===== src/hdl/srtf_pkg.sv =====
// Shared types and constants for the SRTF waiting-time block.
// Used by the sequencer, the entry memory, the result register and the top level.
// No dependencies.
`default_nettype none

package srtf_pkg;

  localparam int SlotLimit       = 64;
  localparam int MaxProcessesDef = 64;
  localparam int TimeBitsDef     = 16;

  localparam int TimeW  = 16;
  localparam int BestW  = 17;
  localparam int ClkW   = 24;
  localparam int WaitW  = 23;
  localparam int TotalW = 29;
  localparam int PnumW  = 7;

  typedef enum logic [2:0] {
    StIdle,
    StIter,
    StScan,
    StDecide,
    StRetire,
    StOutRd,
    StOutLd
  } seq_state_e;

  typedef struct packed {
    logic [TimeW-1:0] arrival;
    logic [TimeW-1:0] burst;
  } tbl_word_t;

  typedef struct packed {
    logic [TimeW-1:0] remaining;
    logic [WaitW-1:0] waiting;
  } dyn_word_t;

  typedef struct packed {
    logic tbl;
    logic dyn;
    logic rd;
  } mem_ctl_t;

  typedef struct packed {
    logic [PnumW-1:0]  process_number;
    logic [WaitW-1:0]  waiting_time;
    logic [WaitW-1:0]  turnaround;
    logic [TotalW-1:0] total_waiting;
    logic [TotalW-1:0] total_turnaround;
    logic              overflow;
    logic              final_result;
  } result_t;

endpackage

`default_nettype wire


===== src/hdl/srtf_mem.sv =====
// Process table: static entry memory (arrival, burst) and dynamic memory
// (remaining, waiting), one write port and one registered read port each.
// Depends on srtf_pkg.
`default_nettype none

module srtf_mem #(
  parameter int Depth = srtf_pkg::MaxProcessesDef,
  parameter int IdxW  = 6
) (
  input  wire logic                clk_i,
  input  wire srtf_pkg::mem_ctl_t  ctl_i,
  input  wire logic [IdxW-1:0]     waddr_i,
  input  wire srtf_pkg::tbl_word_t tbl_wdata_i,
  input  wire srtf_pkg::dyn_word_t dyn_wdata_i,
  input  wire logic [IdxW-1:0]     raddr_i,
  output srtf_pkg::tbl_word_t      tbl_rdata_o,
  output srtf_pkg::dyn_word_t      dyn_rdata_o
);

  srtf_pkg::tbl_word_t tbl_mem [Depth];
  srtf_pkg::dyn_word_t dyn_mem [Depth];
  srtf_pkg::tbl_word_t tbl_rdata_q;
  srtf_pkg::dyn_word_t dyn_rdata_q;

  always_ff @(posedge clk_i) begin
    if (ctl_i.tbl) begin
      tbl_mem[waddr_i] <= tbl_wdata_i;
    end
    if (ctl_i.dyn) begin
      dyn_mem[waddr_i] <= dyn_wdata_i;
    end
    if (ctl_i.rd) begin
      tbl_rdata_q <= tbl_mem[raddr_i];
      dyn_rdata_q <= dyn_mem[raddr_i];
    end
  end

  assign tbl_rdata_o = tbl_rdata_q;
  assign dyn_rdata_o = dyn_rdata_q;

endmodule

`default_nettype wire


===== config.mk =====
export PLATFORM = sky130hd
export DESIGN_NAME = srtf_mem
export DESIGN_NICKNAME = d
export VERILOG_FILES = /design/src/hdl/srtf_pkg.sv /design/src/hdl/srtf_mem.sv
export SDC_FILE = /design/constraint.sdc
export NUM_CORES = 2
export LEC_CHECK = 0
export BUFFER_PORTS_ARGS = -buffer_cell sky130_fd_sc_hd__buf_4
export CAP_MARGIN = 0
export CORE_MARGIN = 1.5
export CORE_UTILIZATION = 40
export DETAILED_ROUTE_END_ITERATION = 7
export SLEW_MARGIN = 20
export SYNTH_ARGS = -nofsm -noshare
export SYNTH_HDL_FRONTEND = slang
export SYNTH_MEMORY_MAX_BITS = 65536
export SYNTH_SLANG_ARGS = --single-unit

===== constraint.sdc =====
create_clock -name clk_i -period 4.4 [get_ports clk_i]
set_clock_uncertainty 0.05 [all_clocks]
set_input_delay 0.22 -clock clk_i [delete_from_list [all_inputs] [get_ports clk_i]]
set_output_delay 0.22 -clock clk_i [all_outputs]
set_load 0.05 [all_outputs]

==> run_results.csv <==
group,metric,value,unit
critical_path,cpMostUsedCell,"buf_4",
timing,drv_slew,0,
clock_network,clk_latency,1040,ps
clock_network,post-cts-setup-buffers,0,
drt,drc_errors,0,
logic_synthesis,ys_seq_area_frac,0.797,
logic_synthesis,synth_area_leader_cell,"edfxtp_1",
floorplan,die_y,662,um
floorplan,coreArea,432000,um2
logic_synthesis,syn_area,174000,um2
power,power_frac_clock,0.415,
critical_path,arrival,3810,ps
timing,period_minus_slack,3110,ps
power,p_sw,19800,uW
global_route,grt.overflow.total,0,
power,switching_share,0.216,
drt,drtAntennaViolNets,0,
run,max_cap_viol_count,0,
global_route,grt_pass1_wl,670000,um
global_route,grt_pass1_vias,84700,
critical_path,crit_fanout,22,
critical_path,setup.worst_path.end_class,"register",
hold_path,whs_path_depth,3,
logic_synthesis,postSynthCellCount,7307,
drt,wl_per_cell,34.5,um
finish,layout-drive-gt1-share,0.292,
floorplan,rows,241,
power,p_leak,0.0614,uW
global_route,grt_max_degree,109,
clock_network,cts_tree,"yes",
logic_synthesis,ys_seq_elements,4615,
power,cellPowerDensity,458,nW/um2
logic_synthesis,synth_ff_type,"edfxtp_1",
placement,gp_congestion,0.796,
logic_synthesis,synth_most_common_cell,"edfxtp_1",
drt,wl,484000,um
placement,io_buffers,157,
timing,rsz0062_at_grt,"no",
drt,dr_wl_met2,240000,um
clock_network,clock_path_buffers,4,
timing,relSlewSlack,0.227,
floorplan,die_area,438000,um2
hold_path,hp-class,"in -> reg",
logic_synthesis,synth.top_cell.area_share,0.797,
critical_path,cp.required,5100,ps
global_route,antenna_found_initial,36,
critical_path,critical_path.cell_chain,"dlygate4sd3_1 > buf_4 > nor2b_4 > buf_4 > nand3_1 > and3_1",
power,ir_drop,0.374,mV
critical_path,startpoint_type,"input pin",
timing,report.final.hold_viol_count,0,
clock_network,clock_sinks,4615,
drt,routed_via_density,6.00,
timing,setup_tns,0,ps
floorplan,die-width,662,um
logic_synthesis,ys_types,31,
power,power_frac_comb,0.051,
drt,vias,84200,
critical_path,path_class,"in -> reg",
logic_synthesis,syn_avg_cell_area,23.8,um2
logic_synthesis,synthTopCellsByArea,"edfxtp_1, mux4_2, a22oi_1",
placement,pre_cts_slack,726,ps
power,internal_power,71900,uW
logic_synthesis,async_reset_ff_frac,0,
drt,route.top_layer_used,"met5",
logic_synthesis,yosysWarnings,0,
logic_synthesis,synth.top_cells.by_count,"edfxtp_1, mux4_2, a22oi_1",
clock_network,root_buffer,"clkbuf_16",
finish,syn2layout_area_growth,15.1,%
logic_synthesis,synth_edf_count,4615,
clock_network,cts_max_level,5,
timing,post-route-period-util,0.707,
run_status,status,"complete, no violations",
clock_network,cts_resized,0,
drt,dr.pass1.iters,5,
critical_path,slowest_stage,"nor2b_4",
timing,worst_slew_pin_slew,1160,ps
clock_network,path_clk_slew,60,ps
power,seq_power_share,0.534,
logic_synthesis,synthesis.nets,7394,
critical_path,r2r_cells,5,
global_route,grt_usage,0.218,
timing,fin_ws,1290,ps
placement,dp_hpwl,274000,um
finish,final_nets,8016,
floorplan,initial_core_util,0.402,
timing,setup_viol,0,
floorplan,ios,158,
timing,max_freq,0.321,GHz
drt,first_iter_violations,11000,
drt,dr_wl_met3,40300,um
drt,drt-met1-wl,189000,um
critical_path,slowest_delay,1010,ps
clock_network,cts-buffers-inserted,450,
## final cells by class
class	count	area, um2
antenna	14	35.0
timing repair buffer	594	5640
fill	35100	232000
clock inverter	284	2730
clock buffer	545	11700
multi-input combinational	2258	34100
sequential	4615	139000
tap	5710	7140
inverter	10	37.5
## flip-flops by register name, indices dropped and copies added (netlist names)
name / count
tbl_mem: 2048
dyn_rdata_o: 39
tbl_rdata_o: 32
dyn_mem: 2496
## path summary, 6_finish.rpt
| kind | startpoint | slack (ps) | end |
|---|---|---|---|
| worst min-delay path | ctl_i[1] | 230 | dyn_mem[37][29]$_DFFE_PP_ |
| worst min register to register | dyn_mem[60][24]$_DFFE_PP_ | 860 | dyn_rdata_o[24]$_DFFE_PP_ |
| worst max register to register | tbl_mem[13][12]$_DFFE_PP_ | 1650 | tbl_rdata_o[12]$_DFFE_PP_ |
| worst max-delay path | raddr_i[4] | 1290 | tbl_rdata_o[4]$_DFFE_PP_ |
## cell usage in the layout, fill, tap and decap left out, types with 5 or more instances in the layout
cell,instances
o221ai_1,118
inv_1,10
a21oi_1,24
clkinv_1,105
diode_2,14
nor2b_1,48
clkbuf_16,455
o211a_1,22
clkinv_8,9
a22oi_1,284
buf_12,74
and3_1,48
bufinv_16,43
clkinvlp_4,18
clkinv_4,5
clkbuf_1,90
inv_16,6
clkinv_2,85
edfxtp_1,4615
dlygate4sd3_1,86
nor2_1,6
o22ai_1,120
nand3b_1,7
inv_6,10
a211oi_1,48
nor2_4,130
nand3_1,148
mux2i_1,67
buf_4,431
mux4_2,1136
nand2b_2,5
nand2_1,20
## cells by family (layout without fill, tap and decap cells)
kind of cell           count (synthesis)  in the layout  share of synthesized area
buffers and inverters                434           1433                     0.0124
AO/OA/AOI/OAI                        617            617                     0.0266
other                                  0             14                          0
AND/OR/NAND/NOR                      437            437                     0.0125
flip-flops                          4615           4615                      0.797
multiplexers                        1204           1204                      0.151
## through the flow
step	util	cells	total power, uW	hold slack, ps	area [um2]
floorplan	-	7307	52300	269	174000
global placement	0.428	13100	54400	655	185000
detailed placement	0.428	13100	54500	665	185000
CTS	0.463	14000	92300	176	200000
global route	0.463	14000	94000	240	200000
finish	0.463	14000	91700	227	200000
## metal layers
layer	global-route usage	vias up
met5	0	-
met4	0.0640	4
met3	0.0353	726
met2	0.362	4151
met1	0.298	46300
li1	-	33000
## timing repair
action	in CTS	in global routing
setup endpoints to repair	0	0
hold buffers	86	0
hold endpoints to repair	4637	0
## worst max-delay path, delay by kind of cell
family,cells,cell delay (ps)
simple gates,3,1760
buf+inv,3,1710
## power by group through the flow
stage                     logic [uW]  registers [uW]  clock network (uW)
after floorplan                 2240           50000                   0
after global placement          4550           49900                   0
after detailed placement        4630           49900                   0
after CTS                       4720           49000               38600
after global routing            4900           49000               40200
final                           4670           49000               38100
(Power assumes the default switching activity.)
