`src/hdl/srtf_pkg.sv`:
```
// Shared types and constants for the SRTF waiting-time block.
// Used by the sequencer, the entry memory, the result register and the top level.
// No dependencies.
`default_nettype none

package srtf_pkg;

  localparam int SlotLimit       = 64;
  localparam int MaxProcessesDef = 64;
  localparam int TimeBitsDef     = 16;

  localparam int TimeW  = 16;
  localparam int BestW  = 17;
  localparam int ClkW   = 24;
  localparam int WaitW  = 23;
  localparam int TotalW = 29;
  localparam int PnumW  = 7;

  typedef enum logic [2:0] {
    StIdle,
    StIter,
    StScan,
    StDecide,
    StRetire,
    StOutRd,
    StOutLd
  } seq_state_e;

  typedef struct packed {
    logic [TimeW-1:0] arrival;
    logic [TimeW-1:0] burst;
  } tbl_word_t;

  typedef struct packed {
    logic [TimeW-1:0] remaining;
    logic [WaitW-1:0] waiting;
  } dyn_word_t;

  typedef struct packed {
    logic tbl;
    logic dyn;
    logic rd;
  } mem_ctl_t;

  typedef struct packed {
    logic [PnumW-1:0]  process_number;
    logic [WaitW-1:0]  waiting_time;
    logic [WaitW-1:0]  turnaround;
    logic [TotalW-1:0] total_waiting;
    logic [TotalW-1:0] total_turnaround;
    logic              overflow;
    logic              final_result;
  } result_t;

endpackage

`default_nettype wire

```
`src/hdl/srtf_seq.sv`:
```
// Sequencer: loads entries, runs the SRTF simulation over the process table
// by repeated memory scans, then reads out one result per process.
// Depends on srtf_pkg; drives srtf_mem and the result register.
`default_nettype none

module srtf_seq #(
  parameter int MAX_PROCESSES = srtf_pkg::MaxProcessesDef,
  parameter int TIME_BITS     = srtf_pkg::TimeBitsDef,
  parameter int IdxW          = 6,
  parameter int CntW          = 7
) (
  input  wire logic                          clk_i,
  input  wire logic                          rst_ni,
  input  wire logic                          in_valid_i,
  output logic                               in_ready_o,
  input  wire logic [srtf_pkg::TimeW-1:0]    arrival_time_i,
  input  wire logic [srtf_pkg::TimeW-1:0]    burst_time_i,
  input  wire logic                          final_entry_i,
  output srtf_pkg::mem_ctl_t                 mem_ctl_o,
  output logic [IdxW-1:0]                    mem_waddr_o,
  output srtf_pkg::tbl_word_t                tbl_wdata_o,
  output srtf_pkg::dyn_word_t                dyn_wdata_o,
  output logic [IdxW-1:0]                    mem_raddr_o,
  input  wire srtf_pkg::tbl_word_t           tbl_rdata_i,
  input  wire srtf_pkg::dyn_word_t           dyn_rdata_i,
  input  wire logic                          res_free_i,
  output logic                               res_load_o,
  output srtf_pkg::result_t                  res_o
);

  localparam int TimeW  = srtf_pkg::TimeW;
  localparam int BestW  = srtf_pkg::BestW;
  localparam int ClkW   = srtf_pkg::ClkW;
  localparam int WaitW  = srtf_pkg::WaitW;
  localparam int TotalW = srtf_pkg::TotalW;
  localparam int PnumW  = srtf_pkg::PnumW;
  localparam logic [TimeW-1:0] TimeMask = (TIME_BITS >= TimeW) ? {TimeW{1'b1}} :
                                          TimeW'((64'd1 << TIME_BITS) - 64'd1);
  localparam logic [CntW-1:0] Capacity = CntW'(MAX_PROCESSES);

  srtf_pkg::seq_state_e state_q, state_d;

  logic [CntW-1:0]   entry_cnt_q, done_cnt_q, rd_cnt_q, out_idx_q;
  logic              dropped_q, have_choice_q, have_next_q, eval_vld_q;
  logic [ClkW-1:0]   clk_q;
  logic [IdxW-1:0]   chosen_q, eval_idx_q;
  logic [BestW-1:0]  best_q;
  logic [TimeW-1:0]  chosen_arr_q, chosen_burst_q, next_q;
  logic [TotalW-1:0] tw_q, tt_q;

  logic              in_acc;
  logic [TimeW-1:0]  arr_m, bur_m;
  logic              room;
  logic              scan_rd, scan_last;
  logic              cand_run, cand_next;
  logic [TimeW-1:0]  gap;
  logic              preempt;
  logic [TimeW-1:0]  rem_new;
  logic [BestW-1:0]  used;
  logic [ClkW-1:0]   wait_full;
  logic [ClkW-1:0]   turn_full;
  logic              out_last;

  assign arr_m     = arrival_time_i & TimeMask;
  assign bur_m     = burst_time_i & TimeMask;
  assign room      = entry_cnt_q < Capacity;
  assign in_acc    = in_valid_i && in_ready_o;
  assign scan_rd   = rd_cnt_q < entry_cnt_q;
  assign scan_last = !scan_rd && eval_vld_q;

  assign cand_run  = eval_vld_q && (dyn_rdata_i.remaining != '0) &&
                     (ClkW'(tbl_rdata_i.arrival) <= clk_q) &&
                     ({1'b0, dyn_rdata_i.remaining} < best_q);
  assign cand_next = eval_vld_q && (dyn_rdata_i.remaining != '0) &&
                     (ClkW'(tbl_rdata_i.arrival) > clk_q) &&
                     (!have_next_q || (tbl_rdata_i.arrival < next_q));

  assign gap       = TimeW'(ClkW'(next_q) - clk_q);
  assign preempt   = have_next_q && ({1'b0, gap} < best_q);
  assign rem_new   = TimeW'(best_q - BestW'(gap));
  assign used      = BestW'(chosen_arr_q) + BestW'(chosen_burst_q);
  assign wait_full = (clk_q > ClkW'(used)) ? (clk_q - ClkW'(used)) : '0;
  assign turn_full = ClkW'(tbl_rdata_i.burst) + ClkW'(dyn_rdata_i.waiting);
  assign out_last  = (out_idx_q + CntW'(1)) == entry_cnt_q;

  always_comb begin
    state_d = state_q;
    case (state_q)
      srtf_pkg::StIdle: begin
        if (in_acc && final_entry_i) begin
          state_d = srtf_pkg::StIter;
        end
      end
      srtf_pkg::StIter: begin
        state_d = (done_cnt_q == entry_cnt_q) ? srtf_pkg::StOutRd : srtf_pkg::StScan;
      end
      srtf_pkg::StScan: begin
        if (scan_last) begin
          state_d = srtf_pkg::StDecide;
        end
      end
      srtf_pkg::StDecide: begin
        if (!have_choice_q) begin
          state_d = have_next_q ? srtf_pkg::StIter : srtf_pkg::StOutRd;
        end else begin
          state_d = preempt ? srtf_pkg::StIter : srtf_pkg::StRetire;
        end
      end
      srtf_pkg::StRetire: state_d = srtf_pkg::StIter;
      srtf_pkg::StOutRd:  state_d = srtf_pkg::StOutLd;
      srtf_pkg::StOutLd: begin
        if (res_free_i) begin
          state_d = out_last ? srtf_pkg::StIdle : srtf_pkg::StOutRd;
        end
      end
      default: state_d = srtf_pkg::StIdle;
    endcase
  end

  always_comb begin
    in_ready_o  = 1'b0;
    mem_ctl_o   = '0;
    mem_waddr_o = chosen_q;
    mem_raddr_o = out_idx_q[IdxW-1:0];
    tbl_wdata_o = '{arrival: arr_m, burst: bur_m};
    dyn_wdata_o = '{remaining: '0, waiting: WaitW'(wait_full)};
    res_load_o  = 1'b0;
    case (state_q)
      srtf_pkg::StIdle: begin
        in_ready_o    = 1'b1;
        mem_ctl_o.tbl = in_valid_i && room;
        mem_ctl_o.dyn = in_valid_i && room;
        mem_waddr_o   = entry_cnt_q[IdxW-1:0];
        dyn_wdata_o   = '{remaining: bur_m, waiting: '0};
      end
      srtf_pkg::StScan: begin
        mem_ctl_o.rd = scan_rd;
        mem_raddr_o  = rd_cnt_q[IdxW-1:0];
      end
      srtf_pkg::StDecide: begin
        mem_ctl_o.dyn = have_choice_q && preempt;
        dyn_wdata_o   = '{remaining: rem_new, waiting: '0};
      end
      srtf_pkg::StRetire: mem_ctl_o.dyn = 1'b1;
      srtf_pkg::StOutRd:  mem_ctl_o.rd = 1'b1;
      srtf_pkg::StOutLd:  res_load_o = res_free_i;
      default: ;
    endcase
  end

  always_comb begin
    res_o.process_number   = PnumW'(out_idx_q + CntW'(1));
    res_o.waiting_time     = dyn_rdata_i.waiting;
    res_o.turnaround       = WaitW'(turn_full);
    res_o.total_waiting    = out_last ? (tw_q + TotalW'(dyn_rdata_i.waiting)) : '0;
    res_o.total_turnaround = out_last ? (tt_q + TotalW'(turn_full)) : '0;
    res_o.overflow         = dropped_q;
    res_o.final_result     = out_last;
  end

  always_ff @(posedge clk_i or negedge rst_ni) begin
    if (!rst_ni) begin
      state_q       <= srtf_pkg::StIdle;
      entry_cnt_q   <= '0;
      done_cnt_q    <= '0;
      dropped_q     <= 1'b0;
      clk_q         <= '0;
      chosen_q      <= '0;
      best_q        <= '1;
      have_choice_q <= 1'b0;
      have_next_q   <= 1'b0;
      eval_vld_q    <= 1'b0;
      rd_cnt_q      <= '0;
      out_idx_q     <= '0;
    end else begin
      state_q <= state_d;
      case (state_q)
        srtf_pkg::StIdle: begin
          if (in_acc) begin
            if (room) begin
              entry_cnt_q <= entry_cnt_q + CntW'(1);
              if (bur_m == '0) begin
                done_cnt_q <= done_cnt_q + CntW'(1);
              end
            end else begin
              dropped_q <= 1'b1;
            end
            if (final_entry_i) begin
              clk_q         <= '0;
              chosen_q      <= '0;
              best_q        <= '1;
              have_choice_q <= 1'b0;
            end
          end
        end
        srtf_pkg::StIter: begin
          rd_cnt_q    <= '0;
          eval_vld_q  <= 1'b0;
          have_next_q <= 1'b0;
          out_idx_q   <= '0;
          if (!have_choice_q) begin
            best_q <= '1;
          end
        end
        srtf_pkg::StScan: begin
          eval_vld_q <= scan_rd;
          if (scan_rd) begin
            rd_cnt_q <= rd_cnt_q + CntW'(1);
          end
          if (cand_run) begin
            best_q        <= {1'b0, dyn_rdata_i.remaining};
            chosen_q      <= eval_idx_q;
            have_choice_q <= 1'b1;
          end
          if (cand_next) begin
            next_q      <= tbl_rdata_i.arrival;
            have_next_q <= 1'b1;
          end
        end
        srtf_pkg::StDecide: begin
          out_idx_q <= '0;
          if (!have_choice_q) begin
            clk_q <= ClkW'(next_q);
          end else if (preempt) begin
            clk_q  <= ClkW'(next_q);
            best_q <= {1'b0, rem_new};
          end else begin
            clk_q <= clk_q + ClkW'(best_q);
          end
        end
        srtf_pkg::StRetire: begin
          done_cnt_q    <= done_cnt_q + CntW'(1);
          have_choice_q <= 1'b0;
          best_q        <= '1;
        end
        srtf_pkg::StOutLd: begin
          if (res_free_i) begin
            out_idx_q <= out_idx_q + CntW'(1);
            if (out_last) begin
              entry_cnt_q <= '0;
              done_cnt_q  <= '0;
              dropped_q   <= 1'b0;
            end
          end
        end
        default: ;
      endcase
    end
  end

  always_ff @(posedge clk_i) begin
    case (state_q)
      srtf_pkg::StScan: begin
        eval_idx_q <= rd_cnt_q[IdxW-1:0];
        if (cand_run) begin
          chosen_arr_q   <= tbl_rdata_i.arrival;
          chosen_burst_q <= tbl_rdata_i.burst;
        end
      end
      srtf_pkg::StIter: begin
        tw_q <= '0;
        tt_q <= '0;
      end
      srtf_pkg::StOutLd: begin
        if (res_free_i) begin
          tw_q <= tw_q + TotalW'(dyn_rdata_i.waiting);
          tt_q <= tt_q + TotalW'(turn_full);
        end
      end
      default: ;
    endcase
  end

endmodule

`default_nettype wire

```
`config.mk`:
```
export PLATFORM = sky130hd
export DESIGN_NAME = srtf_seq
export DESIGN_NICKNAME = d
export VERILOG_FILES = /design/src/hdl/srtf_pkg.sv /design/src/hdl/srtf_seq.sv
export SDC_FILE = /design/constraint.sdc
export NUM_CORES = 1
export LEC_CHECK = 0
export ABC_AREA = 1
export BUFFER_PORTS_ARGS = -buffer_cell sky130_fd_sc_hd__buf_2
export CAP_MARGIN = 10
export CORE_MARGIN = 2
export CORE_UTILIZATION = 30
export DETAILED_ROUTE_END_ITERATION = 8
export PLACE_DENSITY = 0.56
export SYNTH_ARGS = -nofsm -noshare
export SYNTH_HDL_FRONTEND = slang
export SYNTH_SLANG_ARGS = --single-unit
```
`constraint.sdc`:
```
create_clock -name clk_i -period 11.56 [get_ports clk_i]
set_clock_uncertainty 0.2 [all_clocks]
set_input_delay 1.156 -clock clk_i [delete_from_list [all_inputs] [get_ports clk_i]]
set_output_delay 1.156 -clock clk_i [all_outputs]
set_load 0.1 [all_outputs]
```
==> results by group <==
Status
  • Status: complete, no violations

Timing
  • Final hold vios: 0
  • Relative slew margins: 0.334
  • Final WS setup: 5090 ps
  • Fin crit period: between 6000 and 7000 ps
  • Setup TNS: 0 ps
  • Least-Margin Pin Slew: approximately 1000 ps
  • Achievable Freq: approximately 150 MHz
  • Part of the cycle the worst path needs: 0.560
  • Hold_ws: 256 ps
  • Slew Viols, Final: 0
  • RSZ-0062 raised after global routing: false
  • Final setup fails: 0

Global route
  • Number of global-route vias before repair: 17577
  • Initial antenna violation count: 5
  • Largest net degree at the start of global routing: 66
  • Global-route wire length before repair: 102 mm
  • GRT Total Usage: 0.197
  • Grt ovf: 0

Floorplan
  • Die Y: 258 um
  • Starting Density: 0.302
  • Site row count: slightly above 90
  • DIE AREA: 66400 sq um
  • Core ar.: 64000 sq um
  • IO Count: 309
  • Die W: 258 um

Clock tree
  • Root buffer cell: clkbuf_16
  • Cts bufs inserted: 17
  • Clock Path Buffers: 2
  • # H-tree levels: 4
  • Post-cts sizing count: 0
  • CTS clk-pin slew, worst paths: around 90 ps
  • Postcts setup bufs: 0
  • CTS tree: yes
  • Clock sink count: 194
  • Worst skew pair latency: ~490 ps
  • CTS Hold Bufs: 0

Setup path
  • Crit path DAT: roughly 5100 ps
  • Setup CP Type: in -> out
  • Critical Path Source Type: primary input
  • Setup crit end kind: primary output
  • CP required: approximately 10000 ps
  • Crit Path Max Fanout: 5

Layout
  • Layout cells sized above 1: 0.127
  • Synthesis-to-layout area growth: 13.0%
  • Number of fill cells: approximately 7100
  • # nets final: 3283

Synthesis
  • Synth cell count leaders: nand2_1, nor2_1, inv_1, ha_1, a21oi_1
  • Yosys cell types: 50
  • Net Count, Synth: 3073
  • Cell with the most instances after synthesis: nand2_1
  • Cell count after synthesis: between 2000 and 3000
  • Post-synth EDFFs: about 110
  • Yosys reg bits: a little under 200
  • Mapped Area: 19300 sq um
  • Post-synth top area share: 0.174
  • Ranking of synthesized cells by area: edfxtp_1, ha_1, nand2_1
  • Async S/R FF share, synth: 0.423
  • Post-synth top flop: edfxtp_1
  • Yosys warnings: 0
  • Mean area per synthesized cell: 7.04 sq um
  • Yosys top cell by area: edfxtp_1
  • Seq/Total Area, Yosys: 0.282

Placed design
  • Post-DP HPWL: about 54 mm
  • Final Wtd Congestion: 0.915
  • Dpl ws: about 5100 ps
  • PortBufs: 276

Detailed routing
  • Routed len/inst: roughly 17 um
  • DRC violations left: 0
  • Initial DRC count: approximately 1200
  • Routed wire length: 65.9 mm
  • 1st-pass router iterations: 5
  • Via Count: 18507
  • Via density: 4.84
  • Final ANT Viol Nets: 0

Hold path
  • Hold Crit Class: reg -> reg

Run
  • Number of max-cap violations: 0
-- logic make-up after synthesis --
| family | after synthesis | share of synthesized area |
|---|---|---|
| simple gates | 1307 | 0.280 |
| buf+inv | 444 | 0.101 |
| compound gates | 436 | 0.128 |
| fa+ha+maj | 223 | 0.148 |
| flops | 194 | 0.282 |
| xor+xnor | 138 | 0.0626 |
-- layout by cell type (no fill, tap or decap), types with 52 or more instances in the layout --
| cell type | instances |
|---|---|
| inv_1 | 341 |
| nand4_1 | 52 |
| nand2_1 | 703 |
| ha_1 | 215 |
| nand3_1 | 127 |
| edfxtp_1 | 112 |
| xor2_1 | 89 |
| o21ai_0 | 128 |
| a21oi_1 | 200 |
| nor2_1 | 345 |
| buf_2 | 275 |
| dfrtp_1 | 65 |
-- cell type report --
cell class / count / area [sq um] / share of cell area
Inverter: 348 / 1310 / 0.0599
Multi-Input combinational cell: 2104 / 11900 / 0.547
Tap cell: 855 / 1070 / 0.0490
Antenna cell: 2 / 5.00 / 0.000229
Sequential cell: 194 / 5440 / 0.249
Timing Repair Buffer: 287 / 1470 / 0.0672
Clock buffer: 19 / 453 / 0.0208
Clock inverter: 13 / 135 / 0.00619
-- worst max-delay path, cell delays in order --
cell and delay (ps):
buf_2 120, ha_1 450, nand2_1 110, o21ai_0 210, a21oi_1 130, o21ai_0 410
nand2_1 90, nand2_1 160, nand3_1 120, nor3_1 360, ha_1 370, a21oi_1 240
o21ai_0 140, a21oi_1 130, nand2_1 180, xor2_1 210, nor2_1 90, buf_2 430
-- per-stage QoR --
stage	instance area, sq um	util	instances
global placement	21200	0.332	3788
floorplan	19300	-	2742
global route	21800	0.341	3821
CTS	21800	0.341	3820
detailed placement	21200	0.332	3788
finish	21800	0.341	3822
-- layer usage --
metal | vias up | GRT usage | share of wire
met1 | 8614 | 0.262 | 0.46
met2 | 384 | 0.329 | 0.47
met5 | - | 0 | 0.00070
met4 | 8 | 0.0503 | 0.018
met3 | 62 | 0.0345 | 0.046
li1 | 9439 | - | -
-- sequential cells by signal (all words and copies together), names as in the netlist --
register,flops
best_q,17
chosen_arr_q,16
chosen_burst_q,16
chosen_q,6
clk_q,24
done_cnt_q,7
dropped_q,1
entry_cnt_q,7
eval_idx_q,6
eval_vld_q,1
have_choice_q,1
have_next_q,1
next_q,16
out_idx_q,7
rd_cnt_q,7
state_q,3
tt_q,29
tw_q,29
-- worst paths after layout --
| check | to | start | cells past startpoint | slack (ps) |
|---|---|---|---|---|
| worst max-delay path | res_o[26] | dyn_rdata_i[4] | 18 | 5090 |
| worst min-delay path | chosen_q[5]$_DFFE_PN0P_ | eval_idx_q[5]$_DFFE_PP_ | 2 | 260 |
| worst max register to register | best_q[4]$_DFFE_PN1P_ | clk_q[1]$_DFFE_PN0P_ | 21 | 6480 |
| worst min register to register | chosen_q[5]$_DFFE_PN0P_ | eval_idx_q[5]$_DFFE_PP_ | 2 | 260 |
| max in group asynchronous | out_idx_q[0]$_DFFE_PN0P_ | rst_ni | 2 | 9600 |
| min in group asynchronous | clk_q[16]$_DFFE_PN0P_ | rst_ni | 1 | 420 |
Power is left out: the tool's default activity adds up to more than one toggle a clock period on the data nets, which glitch-free logic cannot reach.
